--- config.mk ---
export PLATFORM = sky130hd
export DESIGN_NAME = uptclk_divider
export DESIGN_NICKNAME = d
export VERILOG_FILES = /design/src/design/uptclk_pkg.sv /design/src/design/uptclk_divider.sv
export SDC_FILE = /design/constraint.sdc
export NUM_CORES = 1
export LEC_CHECK = 0
export BUFFER_PORTS_ARGS = -buffer_cell sky130_fd_sc_hd__buf_4
export CAP_MARGIN = 40
export CORE_ASPECT_RATIO = 1.1
export CORE_MARGIN = 4
export CORE_UTILIZATION = 51
export CTS_BUF_LIST = sky130_fd_sc_hd__clkbuf_8
export DETAILED_ROUTE_END_ITERATION = 6
export PLACE_DENSITY = 0.87
export SYNTH_ARGS = -nofsm -noshare
export SYNTH_HDL_FRONTEND = slang
export SYNTH_SLANG_ARGS = --single-unit
--- constraint.sdc ---
create_clock -name i_clk -period 3.01 [get_ports i_clk]
set_input_delay 0.602 -clock i_clk [delete_from_list [all_inputs] [get_ports i_clk]]
set_output_delay 0.602 -clock i_clk [all_outputs]
set_load 0.03 [all_outputs]
--- src/design/uptclk_pkg.sv ---
// uptclk_pkg: shared constants and types for the uptime clock block
// no dependencies; imported by every module of the block

package uptclk_pkg;

    // payload widths
    localparam int SAMPLE_W  = 16;
    localparam int CYCLE_W   = 64;
    localparam int UPTIME_W  = 64;

    // configuration port
    localparam int CFG_IDX_W  = 2;
    localparam int CFG_DATA_W = 64;
    localparam int CPU_W      = 32;

    // configuration register indexes
    localparam logic [CFG_IDX_W-1:0] REG_RELOAD_DIVISOR = 2'd0;
    localparam logic [CFG_IDX_W-1:0] REG_CYCLE_BASE     = 2'd1;
    localparam logic [CFG_IDX_W-1:0] REG_CYCLES_PER_US  = 2'd2;
    localparam logic [CFG_IDX_W-1:0] REG_CALIBRATED     = 2'd3;

    // configuration reset values
    localparam logic [SAMPLE_W-1:0] DIVISOR_RESET = 16'd1193;
    localparam logic [CPU_W-1:0]    CPU_RESET     = 32'd1;

    // counts to microseconds: 1000000 / 1193180 reduced to 50000 / 59659
    localparam int                  CNT_MULT_W  = 16;
    localparam logic [CNT_MULT_W-1:0] CNT_MULT  = 16'd50000;
    localparam logic [CPU_W-1:0]    CNT_DIVISOR = 32'd59659;
    localparam int                  HALF_W      = CYCLE_W / 2;
    localparam int                  PROD_W      = HALF_W + CNT_MULT_W;

    // shared divider
    localparam int DVD_W   = CYCLE_W + CNT_MULT_W;
    localparam int STEP_W  = $clog2(DVD_W + 1);
    localparam logic [STEP_W-1:0] STEPS_CYCLE = STEP_W'(CYCLE_W);
    localparam logic [STEP_W-1:0] STEPS_COUNT = STEP_W'(DVD_W);

    // divider command
    typedef struct packed {
        logic load;
        logic step;
    } t_div_cmd;

endpackage

--- src/design/uptclk_divider.sv ---
// uptclk_divider: shared restoring divider, one quotient bit per cycle while step is set
// depends on uptclk_pkg

module uptclk_divider import uptclk_pkg::*; (
    input  logic                i_clk,
    input  t_div_cmd            i_cmd,
    input  logic [DVD_W-1:0]    i_dividend,
    input  logic [CPU_W-1:0]    i_divisor,
    output logic [UPTIME_W-1:0] o_quotient
);

    logic [DVD_W-1:0] r_quo;
    logic [CPU_W-1:0] r_rem;
    logic [CPU_W-1:0] r_dvs;
    logic [CPU_W:0]   trial;
    logic [CPU_W:0]   diff;
    logic             ge;

    // trial subtract of the divisor from the shifted partial remainder
    assign trial = {r_rem, r_quo[DVD_W-1]};
    assign ge    = trial >= {1'b0, r_dvs};
    assign diff  = trial - {1'b0, r_dvs};

    // load operands or take one quotient bit; a zero divisor yields all ones
    always_ff @(posedge i_clk) begin
        if (i_cmd.load) begin
            r_quo <= i_dividend;
            r_rem <= '0;
            r_dvs <= i_divisor;
        end else if (i_cmd.step) begin
            r_quo <= {r_quo[DVD_W-2:0], ge};
            r_rem <= ge ? diff[CPU_W-1:0] : trial[CPU_W-1:0];
        end
    end

    assign o_quotient = r_quo[UPTIME_W-1:0];

endmodule

==> summary.md, run 1 <==
| Metric | Value |
|---|---|
| Outcome | `finished, final reports clean` |
| Startpoint Class | `flop` |
| Diode count | `0` |
| I/O pin total | `between 150 and 200` |
| Post-layout util | `0.616` |
| Design Area, Final | `9650 µm²` |
| Clock Skews | `approximately 0.021 ns` |
| Layout fillers | `1241` |
| Die Y | `between 100 and 150 µm` |
| Drt wl/cell | `approximately 18 µm` |
| Total CTS buffers | `17` |
| Routability cong. | `0.914` |
| Initial antenna violation count | `0` |
| Initial Util | `0.518` |
| Hold_ws | `0.318 ns` |
| Ys Warns | `0` |
| Iteration-0 DRC Markers | `406` |
| Arr. time, crit path | `3.21 ns` |
| Final Hold Viols | `0` |
| Residual DRC | `0` |
| Critical path class | `reg2reg` |
| Max_slew headroom | `0.662` |
| DRT antenna net count | `0` |
| DRT Pass-1 Iters | `5` |
| Clock transition at the registers of the reported paths | `0.09 ns` |
| Reg power frac | `0.479` |
| Pwr dens | `527 nW/µm²` |
| Comb pwr share | `0.224` |
| Clock power share | `0.297` |
| Syn avg cell area | `11.3 µm²` |
| Seq cells post-synth | `144` |
| Nets | `990` |
| Vias/cell | `5.50` |
| Worst-Skew Late Latency | `~0.46 ns` |
| Placed cell count | `1023` |
| Layout cells sized above 1 | `0.382` |
| Net count after synthesis | `868` |
| Post-synth EDFFs | `112` |
| # rows | `48` |
| R2R setup slack | `~0.16 ns` |
| Input/output buffers | `178` |
| Maximum vdd ir drop | `0.384 mV` |
| Min Tclk post-route | `2.85 ns` |
| Psw | `1550 µW` |
| Cell-internal power | `between 3000 and 4000 µW` |
| GR Util All Layers | `0.207` |
| Slew @ Worst Pin | `0.507 ns` |
| Worst setup EP type | `flop` |
| Post-synth top flop | `edfxtp_1` |
| Max-slew violation count | `0` |
| Worst-path maximum fanout | `5` |
| Die width | `128 µm` |
| Max-cap violations | `0` |
| Largest net degree at the start of global routing | `87` |
| Sinks on the clock net | `144` |
| Vias | `5804` |
| CTS root buf | `clkbuf_8` |
| Synthesized area | `8120 µm²` |
| Max Fclk | `350 MHz` |
| Seq/Total Area, Yosys | `0.493` |
| Leak Pwr | `~0.0041 µW` |
| DRT Wirelength | `18.5 mm` |
| Period utilisation layout | `0.948` |
| Switching portion of total power | `0.305` |
| Post-route insts no fill | `about 1.1k` |
| CP required | `3.37 ns` |
| Total die area | `approximately 18000 µm²` |
| Total grt overflow | `0` |
| Area Overhead vs Synth | `18.8%` |
| Number of global-route vias before repair | `around 5.9k` |
| Syn Inst Count | `720` |
| DP Area | `between 9000 and 10000 µm²` |
| Share of flip-flops with an asynchronous set or reset | `0` |
| Final setup viols | `0` |
| Detailed-placement wirelength estimate | `13.6 mm` |
| Number of H-tree levels | `4` |
| Distinct cells, synth | `61` |
| First-pass GRT wire length | `slightly below 30 mm` |
| Core outline area | `between 15000 and 20000 µm²` |
| Hold Path Class | `in2reg` |
| CTS tree | `done` |
| Max clock buf depth | `2` |
==> cells in the mapped netlist, types with 2 or more instances <==
cell       count  share of area
o21ai_0       34          0.021
nand3b_1       2         0.0018
xor2_1        17          0.018
inv_1         42          0.019
o21ai_1        4         0.0025
a31oi_1        4         0.0031
clkbuf_1      18         0.0083
o21bai_1       5         0.0046
a22o_1         5         0.0054
mux2i_1        7         0.0086
edfxtp_1     112           0.41
and4_1         3         0.0032
a21o_1        15          0.014
o21a_1         3         0.0028
a311oi_1       3         0.0032
nor2_1        41          0.019
o2111ai_1      2         0.0022
xnor2_1        8         0.0086
nor2b_1        2         0.0015
a32oi_1        4         0.0043
nand2_1       36          0.017
buf_4         66          0.061
nand2b_1       6         0.0046
dfxtp_1       32          0.079
o211ai_1       4         0.0037
nand3_1       15         0.0092
a21oi_1       50          0.031
or3_1          2         0.0015
buf_6          3         0.0042
and3_1         8         0.0062
buf_2          8         0.0049
ha_1          32          0.049
nor3_1         4         0.0025
nand4_1        4         0.0031
a211oi_1      15          0.014
mux2_2        79           0.11
==> routing by layer <==
| layer | vias up | part of all wire | GRT usage | wire length, µm |
|---|---|---|---|---|
| met5 | - | 0 | 0 | 0 |
| met3 | 22 | 0.11 | 0.0934 | 2130 |
| met2 | 239 | 0.49 | 0.339 | 9010 |
| li1 | 2818 | - | - | - |
| met4 | 0 | 0.015 | 0.0665 | 276 |
| met1 | 2725 | 0.38 | 0.241 | 7100 |
==> final cells by class <==
| class | instances | area [µm²] | area share |
|---|---|---|---|
| Inverter | 42 | 161 | 0.0167 |
| Timing Repair Buffer | 199 | 1520 | 0.157 |
| Sequential cell | 144 | 4000 | 0.415 |
| Clock inverter | 15 | 150 | 0.0156 |
| Clock buffer | 17 | 234 | 0.0243 |
| Multi-Input combinational cell | 438 | 3330 | 0.345 |
| Tap cell | 200 | 250 | 0.0259 |
==> kinds of logic (layout without fill, tap and decap cells) <==
logic type,after synthesis,count (layout),share of synthesized area
AND/OR/NAND/NOR,128,128,0.0757
buffers and inverters,138,273,0.0983
adder cells (fa/ha/maj),33,33,0.0518
flip-flops,144,144,0.493
XOR/XNOR,25,25,0.0270
AO/OA/AOI/OAI,165,165,0.135
multiplexers,87,87,0.120
==> registers in the layout (all words and copies together), names as in the netlist <==
register and count:
r_quo 80, r_dvs 32, r_rem 32
==> path summary, 6_finish.rpt <==
check	depth (start not counted)	end	from
worst max-delay path	12	r_rem[26]	r_quo[79]
worst min-delay path	1	r_dvs[16]	i_divisor[16]
worst max register to register	12	r_rem[26]	r_quo[79]
worst min register to register	2	r_rem[25]	r_rem[25]
==> cells in the final DEF, fill, tap and decap left out, types with 3 or more instances in the layout <==
master / synthesis / layout
a211oi_1: 15 / 15
a21o_1: 15 / 15
a21oi_1: 50 / 49
a22o_1: 5 / 5
a311oi_1: 3 / 3
a31oi_1: 4 / 4
a32oi_1: 4 / 4
and3_1: 8 / 8
and4_1: 3 / 3
buf_4: 66 / 197
clkbuf_8: 0 / 17
clkinvlp_4: 0 / 5
dfxtp_1: 32 / 32
edfxtp_1: 112 / 112
ha_1: 32 / 32
inv_1: 42 / 41
inv_6: 0 / 4
inv_8: 0 / 3
mux2_2: 79 / 79
mux2i_1: 7 / 7
nand2_1: 36 / 35
nand2b_1: 6 / 6
nand3_1: 15 / 15
nand4_1: 4 / 4
nor2_1: 41 / 41
nor3_1: 4 / 4
o211ai_1: 4 / 4
o21a_1: 3 / 3
o21ai_0: 34 / 33
o21ai_1: 4 / 5
o21bai_1: 5 / 5
xnor2_1: 8 / 8
xor2_1: 17 / 17
==> timing repair <==
| action | 4_1_cts | 5_1_grt |
|---|---|---|
| resized for setup | 0 | 4 |
| hold buffers | 0 | 0 |
| hold endpoints to repair | 0 | 0 |
| buffers inserted | 0 | 0 |
| endpoints found under the setup margin | 0 | 5 |
==> metrics by stage <==
| step | power (µW) | setup TNS [ns] | worst slack [ns] |
|---|---|---|---|
| after floorplan | 3300 | 0 | 0.132 |
| after global placement | 3580 | 0 | 0.166 |
| after detailed placement | 3610 | 0 | 0.122 |
| after CTS | 5130 | 0 | 0.0710 |
| after global routing | 5330 | -0.0146 | -0.0146 |
| final | 5090 | 0 | 0.155 |
==> critical path, cell delays in order (launching register included) <==
cell and delay [ns]:
edfxtp_1 0.36, inv_1 0.05, ha_1 0.21, fa_1 0.39
nand2b_1 0.18, a21oi_1 0.22, o311ai_2 0.20, o2111ai_2 0.30
a21oi_2 0.14, o21ai_0 0.23, xor2_1 0.17, mux2i_1 0.08
a211oi_1 0.22
==> power by group through the flow <==
stage | sequential, µW | combinational (µW) | clock [µW]
6_report | 2440 | 1140 | 1510
5_1_grt | 2460 | 1230 | 1640
2_1_floorplan | 2450 | 853 | 0
3_5_place_dp | 2480 | 1130 | 0
3_3_place_gp | 2480 | 1110 | 0
4_1_cts | 2440 | 1130 | 1560
No activity file was read; power rests on OpenSTA's default activity.
==> run 2, diff against run 1 <==
CORE_UTILIZATION = 55   (was 51)
PLACE_DENSITY = 0.89   (was 0.87)
clock period = 3 ns   (was 3.01 ns; I/O delays follow)
==> summary.md, run 2 (same netlist as run 1, synthesis figures left out) <==
| Metric | Value |
|---|---|
| Vias/cell | `5.52` |
| Layout fillers | `1071` |
| Commonest non-fill, non-tap cell in the layout | `buf_4` |
| Worst-path maximum fanout | `5` |
| Layout cells sized above 1 | `0.383` |
| Placed cell count | `1015` |
| Total die area | `16800 µm²` |
| Slew @ Worst Pin | `0.671 ns` |
| DRT Pass-1 Iters | `4` |
| Critical path class | `reg2reg` |
| Total CTS buffers | `17` |
| DRT Wirelength | `roughly 19 mm` |
| Arr. time, crit path | `3.15 ns` |
| Die width | `124 µm` |
| Drt wl/cell | `17.7 µm` |
| Uppermost layer routed | `met4` |
| Number of H-tree levels | `4` |
| Initial antenna violation count | `0` |
| Vias | `5771` |
| Maximum vdd ir drop | `0.371 mV` |
| Pwr dens | `529 nW/µm²` |
| Met2 Wirelength | `9.21 mm` |
| Worst path max stage delay | `0.39 ns` |
| Footprint of the flip-flops and latches | `4000 µm²` |
| Total grt overflow | `0` |
| Detailed-placement wirelength estimate | `13.7 mm` |
| Sinks on the clock net | `144` |
| CTS tree | `done` |
| Multi-input logic area | `3360 µm²` |
| RSZ-0062 raised after global routing | `no` |
| Period utilisation layout | `0.933` |
| Clock Skews | `0.0162 ns` |
| Top cell by count, worst path | `a21oi_2` |
| I/O pin total | `around 180` |
| Residual DRC | `0` |
| Outcome | `finished, final reports clean` |
| Met3 Wirelength | `about 2.0 mm` |
| Final setup viols | `0` |
| Max-cap violations | `0` |
| Max-slew violation count | `0` |
| Initial Util | `0.562` |
| Worst setup EP type | `flop` |
| Die Y | `135 µm` |
| Worst-Skew Late Latency | `0.45 ns` |
| GR Util All Layers | `0.230` |
| Max clock buf depth | `2` |
| Max_slew headroom | `0.553` |
| Post-route insts no fill | `1046` |
| Input/output buffers | `178` |
| Clock transition at the registers of the reported paths | `0.09 ns` |
| Iteration-0 DRC Markers | `414` |
| DRT antenna net count | `0` |
| Slowest-stage cell, CP | `fa_1` |
| CTS root buf | `clkbuf_8` |
| Max Fclk | `357 MHz` |
| First-pass GRT wire length | `between 20 and 30 mm` |
| Biggest register | `r_quo` |
| Core outline area | `14400 µm²` |
| Min Tclk post-route | `2.80 ns` |
| Crit-path cells | `inv_1, ha_1, fa_1, nand2b_1, a21oi_2, o311ai_4, o2111ai_2, a21oi_2, o21ai_1, xor2_1, mux2i_1, a211oi_1` |
| Hold Path Class | `in2reg` |
| Wire length on met1 | `between 7 and 8 mm` |
| Diode count | `0` |
| Final TNS setup | `0 ns` |
| Leak Pwr | `0.00417 µW` |
| Routability cong. | `0.957` |
| Max reg flops | `80` |
| Area Overhead vs Synth | `18.8%` |
| Largest net degree at the start of global routing | `53` |
| Number of global-route vias before repair | `slightly below 6k` |
| Startpoint Class | `flop` |
| Post-CTS Hold Buffers | `0` |
| Most frequent cells in the layout | `198 x buf_4, 112 x edfxtp_1, 79 x mux2_2` |
| CP required | `3.35 ns` |
| Final Hold Viols | `0` |
| Post-CTS setup repair buffer count | `0` |
| Largest regs | `r_quo x80, r_dvs x32, r_rem x32` |
| # rows | `46` |
| Nets | `990` |
[run 2: changes by cell type in the layout (fill, tap and decap cells not counted), moves of 2 or more]
cell        delta
clkinv_4       +2
inv_1          +2
clkinv_2       +2
clkinvlp_4     -4
inv_8          -3
[run 2: power breakdown]
part / internal (µW) / leakage [µW] / switching (µW)
logic: 507 / 0.00257 / 636
registers: 2360 / 0.00139 / 91.4
clock network: 735 / 0.000201 / 781
total: 3600 / 0.00417 / 1510
[run 2: worst paths after layout]
| path | startpoint | endpoint | slack [ns] | cells after the start |
|---|---|---|---|---|
| hold / removal | i_divisor[7] | r_dvs[7] | 0.32 | 1 |
| hold reg to reg | r_rem[9] | r_rem[9] | 0.49 | 2 |
| setup / recovery | r_quo[79] | r_rem[26] | 0.20 | 12 |
| setup reg to reg | r_quo[79] | r_rem[26] | 0.20 | 12 |
[run 2: what timing repair did]
item,in CTS,in global routing
pin swaps,0,2
gates cloned,0,0
resized for setup,1,8
hold endpoints to repair,0,0
endpoints found under the setup margin,1,32
[run 2: area by class of cell]
| cell class | count | area share |
|---|---|---|
| flip-flops and latches | 144 | 0.415 |
| well taps | 192 | 0.0249 |
| inverters | 42 | 0.0167 |
| multi-input cells | 438 | 0.348 |
| clock inverters | 14 | 0.0148 |
| clock buffers | 17 | 0.0243 |
| repair buffers | 199 | 0.156 |
[run 2: layer usage]
layer | track usage | up-vias
met3 | 0.103 | 20
met4 | 0.0572 | 0
met1 | 0.274 | 2713
met2 | 0.379 | 225
met5 | 0 | -
li1 | - | 2813
[run 2: worst max-delay path: cells and delay by family, from the launching register on]
kind	cells	cell delay (ns)
compound gates	6	1.21
xor+xnor	1	0.17
fa+ha+maj	2	0.61
buf+inv	1	0.05
flops	1	0.35
mux	1	0.10
simple gates	1	0.19
[run 2: metrics by stage]
step	hold WS [ns]	worst slack (ns)	power (µW)	area [µm²]	utilization
2_1_floorplan	0.449	0.124	3310	8120	-
3_3_place_gp	0.468	0.0639	3590	9230	0.639
3_5_place_dp	0.479	0.000823	3620	9230	0.639
4_1_cts	0.290	0.0311	5120	9610	0.665
5_1_grt	0.279	0.00153	5330	9650	0.668
6_report	0.320	0.200	5110	9650	0.668
