$ cat src/design/uptclk_pkg.sv
// uptclk_pkg: shared constants and types for the uptime clock block
// no dependencies; imported by every module of the block

package uptclk_pkg;

    // payload widths
    localparam int SAMPLE_W  = 16;
    localparam int CYCLE_W   = 64;
    localparam int UPTIME_W  = 64;

    // configuration port
    localparam int CFG_IDX_W  = 2;
    localparam int CFG_DATA_W = 64;
    localparam int CPU_W      = 32;

    // configuration register indexes
    localparam logic [CFG_IDX_W-1:0] REG_RELOAD_DIVISOR = 2'd0;
    localparam logic [CFG_IDX_W-1:0] REG_CYCLE_BASE     = 2'd1;
    localparam logic [CFG_IDX_W-1:0] REG_CYCLES_PER_US  = 2'd2;
    localparam logic [CFG_IDX_W-1:0] REG_CALIBRATED     = 2'd3;

    // configuration reset values
    localparam logic [SAMPLE_W-1:0] DIVISOR_RESET = 16'd1193;
    localparam logic [CPU_W-1:0]    CPU_RESET     = 32'd1;

    // counts to microseconds: 1000000 / 1193180 reduced to 50000 / 59659
    localparam int                  CNT_MULT_W  = 16;
    localparam logic [CNT_MULT_W-1:0] CNT_MULT  = 16'd50000;
    localparam logic [CPU_W-1:0]    CNT_DIVISOR = 32'd59659;
    localparam int                  HALF_W      = CYCLE_W / 2;
    localparam int                  PROD_W      = HALF_W + CNT_MULT_W;

    // shared divider
    localparam int DVD_W   = CYCLE_W + CNT_MULT_W;
    localparam int STEP_W  = $clog2(DVD_W + 1);
    localparam logic [STEP_W-1:0] STEPS_CYCLE = STEP_W'(CYCLE_W);
    localparam logic [STEP_W-1:0] STEPS_COUNT = STEP_W'(DVD_W);

    // divider command
    typedef struct packed {
        logic load;
        logic step;
    } t_div_cmd;

endpackage

$ cat src/design/uptclk_poll.sv
// uptclk_poll: countdown progress tracking and 64-bit count accumulation
// depends on uptclk_pkg

module uptclk_poll import uptclk_pkg::*; (
    input  logic                i_clk,
    input  logic                i_rst_n,
    input  logic                i_update,
    input  logic [SAMPLE_W-1:0] i_divisor,
    input  logic [SAMPLE_W-1:0] i_sample,
    output logic [CYCLE_W-1:0]  o_counts
);

    logic [SAMPLE_W-1:0] r_prior;
    logic [CYCLE_W-1:0]  r_acc;
    logic [SAMPLE_W-1:0] progress;
    logic [SAMPLE_W-1:0] added;

    // progress within the period, allowing one countdown wrap since last poll
    always_comb begin
        progress = i_divisor - i_sample;
        if (progress >= r_prior) begin
            added = progress - r_prior;
        end else begin
            added = progress + i_divisor - r_prior;
        end
    end

    // accumulate counts and remember this poll's progress
    always_ff @(posedge i_clk) begin
        if (!i_rst_n) begin
            r_prior <= '0;
            r_acc   <= '0;
        end else if (i_update) begin
            r_prior <= progress;
            r_acc   <= r_acc + {{(CYCLE_W-SAMPLE_W){1'b0}}, added};
        end
    end

    assign o_counts = r_acc;

endmodule

$ cat config.mk
export PLATFORM = sky130hd
export DESIGN_NAME = uptclk_poll
export DESIGN_NICKNAME = d
export VERILOG_FILES = /design/src/design/uptclk_pkg.sv /design/src/design/uptclk_poll.sv
export SDC_FILE = /design/constraint.sdc
export NUM_CORES = 1
export LEC_CHECK = 0
export ABC_AREA = 1
export BUFFER_PORTS_ARGS = -buffer_cell sky130_fd_sc_hd__buf_2
export CORE_ASPECT_RATIO = 2
export CORE_UTILIZATION = 40
export CTS_CLUSTER_DIAMETER = 80
export DETAILED_ROUTE_END_ITERATION = 8
export GPL_ROUTABILITY_DRIVEN = 0
export SYNTH_ARGS = -nofsm -noshare
export SYNTH_HDL_FRONTEND = slang
export SYNTH_SLANG_ARGS = --single-unit
$ cat constraint.sdc
create_clock -name i_clk -period 7.79 [get_ports i_clk]
set_input_delay 1.1685 -clock i_clk [delete_from_list [all_inputs] [get_ports i_clk]]
set_output_delay 1.1685 -clock i_clk [all_outputs]
set_load 0.05 [all_outputs]
==> flow_metrics.env, run 1 <==
export IMPL_h_tree_depth=3
export IMPL_grt_busiest_layer="met2"
export IMPL_fillerInstances=2262
export IMPL_num_vias=8682
export IMPL_post_cts_resized=0
export IMPL_relSlewSlack_pct=38.1
export IMPL_wl_per_cell_um=16.9
export IMPL_peakVddDrop_uv=140
export IMPL_worstSetupStartpointType="input pin"
export IMPL_fp_dieH_um=204
export IMPL_worst_setup_path_type="in2reg"
export IMPL_synth_cell_types=50
export IMPL_ys_ff_latch=80
export IMPL_cp_end_kind="flop"
export IMPL_intPower_w=0.00138
export IMPL_initial_core_util_pct=41.0
export IMPL_routed_wl_mm=28.4
export IMPL_clock_latency_ns=0.35
export IMPL_first_global_vias=8856
export IMPL_dp_final_hpwl_mm=23.5
export IMPL_grt_pass1_wl_mm=44.3
export IMPL_synth_edf_count=0
export IMPL_swShare_pct=52.7
export IMPL_fin_crit_sh_pct=83.7
export IMPL_status="finished, final reports clean"
export IMPL_combPwrFrac_pct=66.5
export IMPL_cts_tree="yes"
export IMPL_clock_skew_ns=0.00676
export IMPL_power_density_nw_per_um2=315
export IMPL_cts_buffers=9
export IMPL_antenna_found_initial=0
export IMPL_drive_gt1_share_pct=11.4
export IMPL_grt_use_total_pct=28.5
export IMPL_max_stage_delay_ns=0.50
export IMPL_ant_nets=0
export IMPL_cp_max_fo=19
export IMPL_numPortBuffers=98
export IMPL_cap_violations=0
export IMPL_core_area_um2=19900
export IMPL_finalHoldViolations=0
export IMPL_period_needed_ns=6.52
export IMPL_synth_area_um2=8170
export IMPL_synth_top_area_share_pct=19.6
export IMPL_postSynthAreaPerCell_um2=6.18
export IMPL_tightest_slew_ns=0.929
export IMPL_final_nets=1529
export IMPL_yosys_warnings=0
export IMPL_grt_overflow=0
export IMPL_critical_path_arrival_ns=6.77
export IMPL_dr_pass1_iters=5
export IMPL_clk_pin_slew_ns=0.07
export IMPL_viasPerCell=5.16
export IMPL_yosys_cell_count_top_type="nand2_1"
export IMPL_yosys_top_cells_count="nand2_1 (308), inv_1 (222), nor2_1 (151)"
export IMPL_setup_viol=0
export IMPL_final_max_slew_viol_count=0
export IMPL_synth_area_leaders="dfxtp_1 (20%), nand2_1 (14%), inv_1 (10%), ha_1 (9.5%), nor2_1 (6.9%)"
export IMPL_leakagePower_nw=4.70
export IMPL_synth_async_reset_ratio_pct=0
export IMPL_met2_usage_pct=56.2
export IMPL_die_w_um=103
export IMPL_clock_power_share_pct=16.4
export IMPL_die_area_um2=21000
export IMPL_tns_ns=0
export IMPL_critPathRequiredTime_ns=8.04
export IMPL_cts_buffer_depth=2
export IMPL_synth_nets=1437
export IMPL_drt_initial_drc_count=304
export IMPL_synthCells=1322
export IMPL_power_switching_w=0.00153
export IMPL_power_frac_seq_pct=17.1
export IMPL_cts_setup_buffers=0
export IMPL_gr_usage_met3_pct=3.93
export IMPL_clock_sinks=80
export IMPL_hold_buffers=0
export IMPL_drc=0
export IMPL_globalRouteMet1Util_pct=23.3
export IMPL_yosys_area_top_type="dfxtp_1"
export IMPL_synth_flop_cell="dfxtp_1"
export IMPL_root_buffer="clkbuf_16"
export IMPL_rsz0062_at_grt="no"
export IMPL_min_path_type="reg2reg"
export IMPL_io_pin_count=99
export IMPL_syn_to_final_growth_pct=13.1
export IMPL_antenna_cells=0
export IMPL_cp_slowest_cell="fa_1"
export IMPL_fmax_mhz=153
export IMPL_synth_seq_area_share_pct=19.6
export IMPL_holdWs_ns=0.492
export IMPL_grt_max_degree=48
export IMPL_rows=73
-- cells in the final DEF, fill, tap and decap left out, types with 2 or more instances in the layout --
master and instances:
inv_2 7, o21a_1 3, o21bai_1 4, nand2_1 308
buf_4 3, nor4_1 4, xor2_1 29, xnor2_1 21
clkbuf_16 9, nor3_2 6, ha_1 62, buf_2 98
mux2i_1 2, o21ai_2 4, a21oi_1 101, nor3_4 2
nand4_1 34, nand3_2 3, clkinv_4 3, bufinv_16 2
and2_1 3, o21ai_1 15, nand3b_1 7, o21ai_0 69
or2_2 4, nand2_2 8, a31oi_1 2, nor2_2 5
fa_1 18, a21o_1 6, inv_1 222, or2_1 4
nand3_1 78, nor2_1 151, clkinv_2 2, dfxtp_1 80
nor3b_1 3, nor3_1 24
-- cells by family after synthesis --
group	count (synthesis)	synth area share [%]
flip-flops	80	19.6
AO/OA/AOI/OAI	209	13.6
multiplexers	2	0.245
XOR/XNOR	50	5.36
AND/OR/NAND/NOR	650	35.6
buffers and inverters	251	11.7
adder cells (fa/ha/maj)	80	13.9
-- worst paths after layout --
kind,startpoint,endpoint,slack (ns),depth (start not counted)
setup / recovery,i_divisor[0],o_counts[48]$_SDFFE_PN0P_,1.27,34
setup reg to reg,r_prior[0]$_SDFFE_PN0P_,o_counts[48]$_SDFFE_PN0P_,3.25,24
hold reg to reg,o_counts[50]$_SDFFE_PN0P_,o_counts[50]$_SDFFE_PN0P_,0.49,2
hold / removal,o_counts[50]$_SDFFE_PN0P_,o_counts[50]$_SDFFE_PN0P_,0.49,2
-- power groups by stage --
stage / Clock [W] / Combinational, W / Sequential (W)
after floorplan: 0 / 0.00134 / 0.000613
after global placement: 0 / 0.00192 / 0.000508
final: 0.000477 / 0.00194 / 0.000497
after CTS: 0.000489 / 0.00194 / 0.000499
after detailed placement: 0 / 0.00193 / 0.000509
after global routing: 0.000503 / 0.00218 / 0.000503
-- state kept, by name, summed over array words and instances (netlist names) --
register and flops:
o_counts 64, r_prior 16
-- through the flow --
stage	util [%]	setup slack [ns]	power (W)	area, um^2	cells
final	46.4	1.27	0.00291	9240	1681
after global routing	46.4	0.798	0.00318	9240	1681
after detailed placement	44.8	0.964	0.00243	8920	1665
after global placement	44.8	0.998	0.00243	8920	1665
after CTS	46.4	1.33	0.00293	9240	1681
after floorplan	-	2.40	0.00195	8170	1322
-- metal layers --
layer | part of all wire [%] | wire (um) | up-vias
li1 | - | - | 4432
met1 | 32 | 8990 | 3890
met2 | 56 | 16000 | 243
met3 | 2.9 | 823 | 117
met4 | 9.1 | 2590 | 0
met5 | 0 | 0 | -
-- worst max-delay path: cells and delay by family --
family	cells	cell delay, ns
adders and majority gates	5	1.69
and+or+nand+nor	19	2.37
buffers and inverters	7	0.74
xor gates and xnor gates	1	0.22
AOI/OAI and AO/OA	2	0.55
-- final cells by class --
| class | count | area [um^2] | area share [%] |
|---|---|---|---|
| Multi-Input combinational cell | 991 | 5610 | 60.7 |
| Clock inverter | 7 | 96.3 | 1.04 |
| Tap cell | 262 | 328 | 3.55 |
| Sequential cell | 80 | 1600 | 17.3 |
| Clock buffer | 9 | 225 | 2.44 |
| Timing Repair Buffer | 101 | 513 | 5.55 |
| Inverter | 231 | 870 | 9.41 |
Note: power is estimated with default switching activity, not from simulation.
==> inputs of run 2 (changes only) <==
==> constraint.sdc (replaced) <==
create_clock -name i_clk -period 5.7 [get_ports i_clk]
set_input_delay 0.855 -clock i_clk [delete_from_list [all_inputs] [get_ports i_clk]]
set_output_delay 0.855 -clock i_clk [all_outputs]
set_load 0.05 [all_outputs]
==> run 2 against run 1 <==
  * Cell count increased by 10%
  * Clock power increased by 21%
  * Combinational power increased by 85%
  * Count of clock-buffer cells in the layout increased by 3
  * Sequential share of layout area decreased by 2.4 points
  * Via count increased by 8.8%
==> flow_metrics.env, run 2 (synthesis results as in run 1) <==
export IMPL_first_global_vias=9420
export IMPL_die_area_um2=21000
export IMPL_clock_latency_ns=0.35
export IMPL_cap_violations=0
export IMPL_critPathRequiredTime_ns=5.95
export IMPL_combPwrFrac_pct=74.0
export IMPL_multi_input_area_um2=5880
export IMPL_antenna_found_initial=0
export IMPL_relSlewSlack_pct=32.1
export IMPL_grt_use_total_pct=29.6
export IMPL_cp_end_kind="flop"
export IMPL_leakagePower_nw=5.52
export IMPL_grt_max_degree=50
export IMPL_r2r_start="r_prior[1]$_SDFFE_PN0P_"
export IMPL_cp_slowest_cell="fa_1"
export IMPL_grt_overflow=0
export IMPL_report_power_total_w=0.00485
export IMPL_finalHoldViolations=0
export IMPL_fin_crit_sh_pct=94.7
export IMPL_swShare_pct=47.8
export IMPL_final_seq_area_um2=1600
export IMPL_tightest_slew_ns=1.02
export IMPL_cts_buffers=9
export IMPL_final_common_cell="nand2_1"
export IMPL_rows=73
export IMPL_drive_gt1_share_pct=24.1
export IMPL_met3_wirelength_um=899
export IMPL_root_buffer="clkbuf_16"
export IMPL_dr_pass1_iters=4
export IMPL_io_pin_count=99
export IMPL_hp_start="o_counts[50]$_SDFFE_PN0P_"
export IMPL_worst_setup_path_type="in2reg"
export IMPL_final_nets=1698
export IMPL_final_cell_area_um2=10800
export IMPL_top_layer="met4"
export IMPL_viasPerCell=5.11
export IMPL_dp_slack_ns=-0.574
export IMPL_worst_path_most_repeated_cell="nand2_1"
export IMPL_grt_pass1_wl_mm=45.9
export IMPL_fmax_mhz=185
export IMPL_syn_to_final_growth_pct=31.6
export IMPL_startpoint="i_divisor[0]"
export IMPL_critical_path_arrival_ns=5.65
export IMPL_core_area_um2=19900
export IMPL_worstSetupStartpointType="input pin"
export IMPL_fp_dieH_um=204
export IMPL_min_path_type="reg2reg"
export IMPL_cts_buffer_depth=2
export IMPL_initial_core_util_pct=41.0
export IMPL_wl_met2_mm=17.0
export IMPL_drc=0
export IMPL_wl_per_cell_um=16.5
export IMPL_ant_nets=0
export IMPL_cts_tree="yes"
export IMPL_cp_max_fo=5
export IMPL_placed_area_um2=10100
export IMPL_final_max_slew_viol_count=0
export IMPL_period_needed_ns=5.40
export IMPL_final_cell_mix="nand2_1 (299), inv_1 (217), buf_4 (171)"
export IMPL_largest_register_ffs=64
export IMPL_num_vias=9450
export IMPL_max_stage_delay_ns=0.48
export IMPL_dp_final_hpwl_mm=25.2
export IMPL_numPortBuffers=98
export IMPL_routed_wl_mm=30.5
export IMPL_clk_pin_slew_ns=0.06
export IMPL_drt_initial_drc_count=302
export IMPL_clock_power_share_pct=11.9
export IMPL_fillerInstances=2107
export IMPL_power_density_nw_per_um2=451
export IMPL_setup_viol=0
export IMPL_status="finished, final reports clean"
export IMPL_antenna_cells=0
export IMPL_clock_skew_ns=0.00676
export IMPL_intPower_w=0.00253
export IMPL_power_frac_seq_pct=14.1
export IMPL_setup_ws_ns=0.300
export IMPL_wl_met1_mm=9.30
export IMPL_power_switching_w=0.00232
export IMPL_die_w_um=103
export IMPL_peakVddDrop_uv=210
export IMPL_clock_sinks=80
export IMPL_h_tree_depth=3
[run 2: layout make-up]
class                   instances  area share (%)
clock buffers                  12            2.39
clock inverters                 4           0.256
inverters                     231            8.09
multi-input cells             991            54.7
flip-flops and latches         80            14.9
well taps                     262            3.05
repair buffers                270            16.6
[run 2: metal layers]
layer	GRT usage [%]	vias to the layer above
li1	-	4763
met1	23.6	4285
met2	58.0	263
met3	2.94	139
met4	28.9	0
met5	0	-
[run 2: through the flow]
| step | TNS (ns) | instances | hold slack (ns) | utilization (%) |
|---|---|---|---|---|
| 4_1_cts | 0 | 1845 | 0.500 | 52.5 |
| 3_3_place_gp | -15.16 | 1828 | 0.464 | 51.0 |
| 5_1_grt | -0.0308 | 1850 | 0.533 | 54.0 |
| 6_report | 0 | 1850 | 0.502 | 54.0 |
| 2_1_floorplan | 0 | 1322 | 0.497 | - |
| 3_5_place_dp | -17.55 | 1828 | 0.490 | 51.0 |
[run 2: power groups by stage]
stage	combinational [W]	clock [W]	sequential, W
2_1_floorplan	0.00182	0	0.000838
3_3_place_gp	0.00343	0	0.000696
3_5_place_dp	0.00345	0	0.000697
4_1_cts	0.00349	0.000589	0.000686
5_1_grt	0.00395	0.000607	0.000690
6_report	0.00359	0.000577	0.000685
[run 2: repair_timing]
action	in CTS	in global routing
gates resized for setup	6	59
hold buffers	0	0
buffers inserted	1	5
endpoints found under the hold margin	0	0
endpoints found under the setup margin	28	52
pin swaps	3	23
[run 2: worst paths after layout]
kind	slack, ns	cells past startpoint	to
worst max register to register	1.44	25	o_counts[63]$_SDFFE_PN0P_
worst min register to register	0.50	2	o_counts[50]$_SDFFE_PN0P_
worst max-delay path	0.30	37	o_counts[41]$_SDFFE_PN0P_
worst min-delay path	0.50	2	o_counts[50]$_SDFFE_PN0P_
[run 2: worst max-delay path, delay by kind of cell]
| kind | cells | cell delay [ns] |
|---|---|---|
| compound gates | 1 | 0.13 |
| xor+xnor | 1 | 0.23 |
| fa+ha+maj | 5 | 1.57 |
| buf+inv | 10 | 0.82 |
| simple gates | 20 | 2.04 |
==> inputs of run 3 (changes only) <==
--- a/config.mk
+++ b/config.mk
@@ -12,6 +12,7 @@
 export CTS_CLUSTER_DIAMETER = 80
 export DETAILED_ROUTE_END_ITERATION = 8
 export GPL_ROUTABILITY_DRIVEN = 0
+export PLACE_DENSITY_LB_ADDON = 0.08
 export SYNTH_ARGS = -nofsm -noshare
 export SYNTH_HDL_FRONTEND = slang
 export SYNTH_SLANG_ARGS = --single-unit
==> run 3 against run 2 <==
  * Largest cell class unchanged
  * Critical path type unchanged
  * Sequential cell count is the same
  * Non-clock buffer count grew 25
  * Global-route usage grew 2.1 points
  * Cell count grew 1.4%
  * Setup slack lost 0.082 ns
==> flow_metrics.env, run 3 (synthesis results as in run 1) <==
export IMPL_hold_buffers=0
export IMPL_final_common_cell="nand2_1"
export IMPL_dp_cells=1855
export IMPL_initial_core_util_pct=41.0
export IMPL_root_buffer="clkbuf_16"
export IMPL_cp_num_buf_inv=11
export IMPL_dp_final_hpwl_mm=26.2
export IMPL_num_vias=9654
export IMPL_cp_max_fo=4
export IMPL_hp_start="o_counts[50]$_SDFFE_PN0P_"
export IMPL_viasPerCell=5.15
export IMPL_numPortBuffers=98
export IMPL_core_area_um2=19900
export IMPL_relSlewSlack_pct=33.9
export IMPL_r2r_start="r_prior[1]$_SDFFE_PN0P_"
export IMPL_power_switching_w=0.00242
export IMPL_first_global_vias=9943
export IMPL_report_power_total_w=0.00500
export IMPL_grt_max_degree=50
export IMPL_critical_path_arrival_ns=5.72
export IMPL_startpoint="i_sample[2]"
export IMPL_fp_dieH_um=204
export IMPL_routed_wl_mm=31.9
export IMPL_syn_to_final_growth_pct=34.8
export IMPL_intPower_w=0.00258
export IMPL_power_density_nw_per_um2=454
export IMPL_wl_per_cell_um=17.0
export IMPL_swShare_pct=48.3
export IMPL_clock_sinks=80
export IMPL_largest_register_ffs=64
export IMPL_setup_viol=0
export IMPL_cp_end_kind="flop"
export IMPL_final_cell_mix="nand2_1 (298), inv_1 (219), buf_4 (196)"
export IMPL_drc=0
export IMPL_power_frac_seq_pct=13.7
export IMPL_h_tree_depth=3
export IMPL_clock_skew_ns=0.00938
export IMPL_clock_latency_ns=0.38
export IMPL_die_w_um=103
export IMPL_rows=73
export IMPL_peakVddDrop_uv=227
export IMPL_io_pin_count=99
export IMPL_cts_buffers=9
export IMPL_cp_slowest_cell="fa_1"
export IMPL_critPathRequiredTime_ns=5.94
export IMPL_leakagePower_nw=5.66
export IMPL_fin_crit_sh_pct=96.2
export IMPL_fillerInstances=2184
export IMPL_fmax_mhz=182
export IMPL_rsz0062_at_grt="yes"
export IMPL_clk_pin_slew_ns=0.07
export IMPL_worst_path_most_repeated_cell="inv_1"
export IMPL_worstSetupStartpointType="input pin"
export IMPL_drive_gt1_share_pct=26.0
export IMPL_finalNonFillerCells=1875
export IMPL_cts_tree="yes"
export IMPL_grt_use_total_pct=31.7
export IMPL_finalHoldViolations=0
export IMPL_tns_ns=0
export IMPL_combPwrFrac_pct=74.0
export IMPL_period_needed_ns=5.48
export IMPL_antenna_cells=0
export IMPL_drt_initial_drc_count=308
export IMPL_max_stage_delay_ns=0.48
export IMPL_tightest_slew_ns=0.991
export IMPL_grt_pass1_wl_mm=48.6
export IMPL_clock_power_share_pct=12.3
export IMPL_cts_buffer_depth=2
export IMPL_grt_overflow=0
export IMPL_worst_setup_path_type="in2reg"
export IMPL_cap_violations=0
export IMPL_ant_nets=0
export IMPL_final_max_slew_viol_count=0
export IMPL_status="finished, final reports clean"
export IMPL_antenna_found_initial=0
export IMPL_die_area_um2=21000
export IMPL_critPathTopFamily="simple AND/OR/NAND/NOR gates"
export IMPL_dr_pass1_iters=5
export IMPL_final_nets=1723
export IMPL_min_path_type="reg2reg"
==> run 3: cell types whose count changed in the layout (fill, tap and decap cells not counted), moves of 4 or more <==
| cell | change |
|---|---|
| o21ai_1 | -5 |
| a21oi_1 | -4 |
| nor2_2 | +5 |
| o21ai_0 | +5 |
| a21oi_2 | +4 |
| nor2_1 | -5 |
| buf_4 | +25 |
==> run 3: cell type report <==
| cell class | instances | area (um^2) | share of cell area (%) |
|---|---|---|---|
| inverter | 231 | 870 | 7.90 |
| multi-input combinational | 991 | 5940 | 54.0 |
| tap | 262 | 328 | 2.98 |
| clock inverter | 7 | 72.6 | 0.659 |
| timing repair buffer | 295 | 1970 | 17.9 |
| clock buffer | 9 | 225 | 2.05 |
| sequential | 80 | 1600 | 14.5 |
==> run 3: worst paths after layout <==
path	end	slack (ns)	cells past startpoint
max	o_counts[58]$_SDFFE_PN0P_	0.22	38
min	o_counts[50]$_SDFFE_PN0P_	0.49	2
max reg2reg	o_counts[58]$_SDFFE_PN0P_	1.55	28
min reg2reg	o_counts[50]$_SDFFE_PN0P_	0.49	2
==> run 3: power by group through the flow <==
| stage | logic (W) | clock network [W] | registers [W] |
|---|---|---|---|
| after floorplan | 0.00182 | 0 | 0.000838 |
| after global routing | 0.00408 | 0.000645 | 0.000690 |
| final | 0.00370 | 0.000615 | 0.000683 |
| after global placement | 0.00353 | 0 | 0.000696 |
| after CTS | 0.00357 | 0.000632 | 0.000683 |
| after detailed placement | 0.00354 | 0 | 0.000696 |
==> run 3: timing repair <==
item                                    CTS  global route
buffers inserted                          0             4
pin swaps                                 2            20
gates cloned                              0             0
resized for setup                         9            63
endpoints found under the setup margin   23            56
hold endpoints to repair                  0             0
==> run 3: metrics by stage <==
step                utilization (%)  instance area (um^2)  setup slack [ns]  hold slack [ns]
floorplan                         -                  8170             0.623            0.497
global placement               52.0                 10300            -0.512            0.464
detailed placement             52.0                 10300            -0.509            0.479
finish                         55.3                 11000             0.218            0.488
CTS                            53.6                 10700            0.0128            0.490
global route                   55.3                 11000            -0.101            0.512
==> run 3: metal layers <==
metal	up-vias	part of all wire [%]	GRT usage [%]
met4	0	10	30.4
met2	268	57	62.9
met5	-	0	0
met1	4407	29	23.6
li1	4818	-	-
met3	161	3.0	4.89
==> run 3: worst min-delay path, cell delays in order, from the launching register on <==
cell,delay [ns]
dfxtp_1,0.33
inv_1,0.06
a21oi_1,0.05
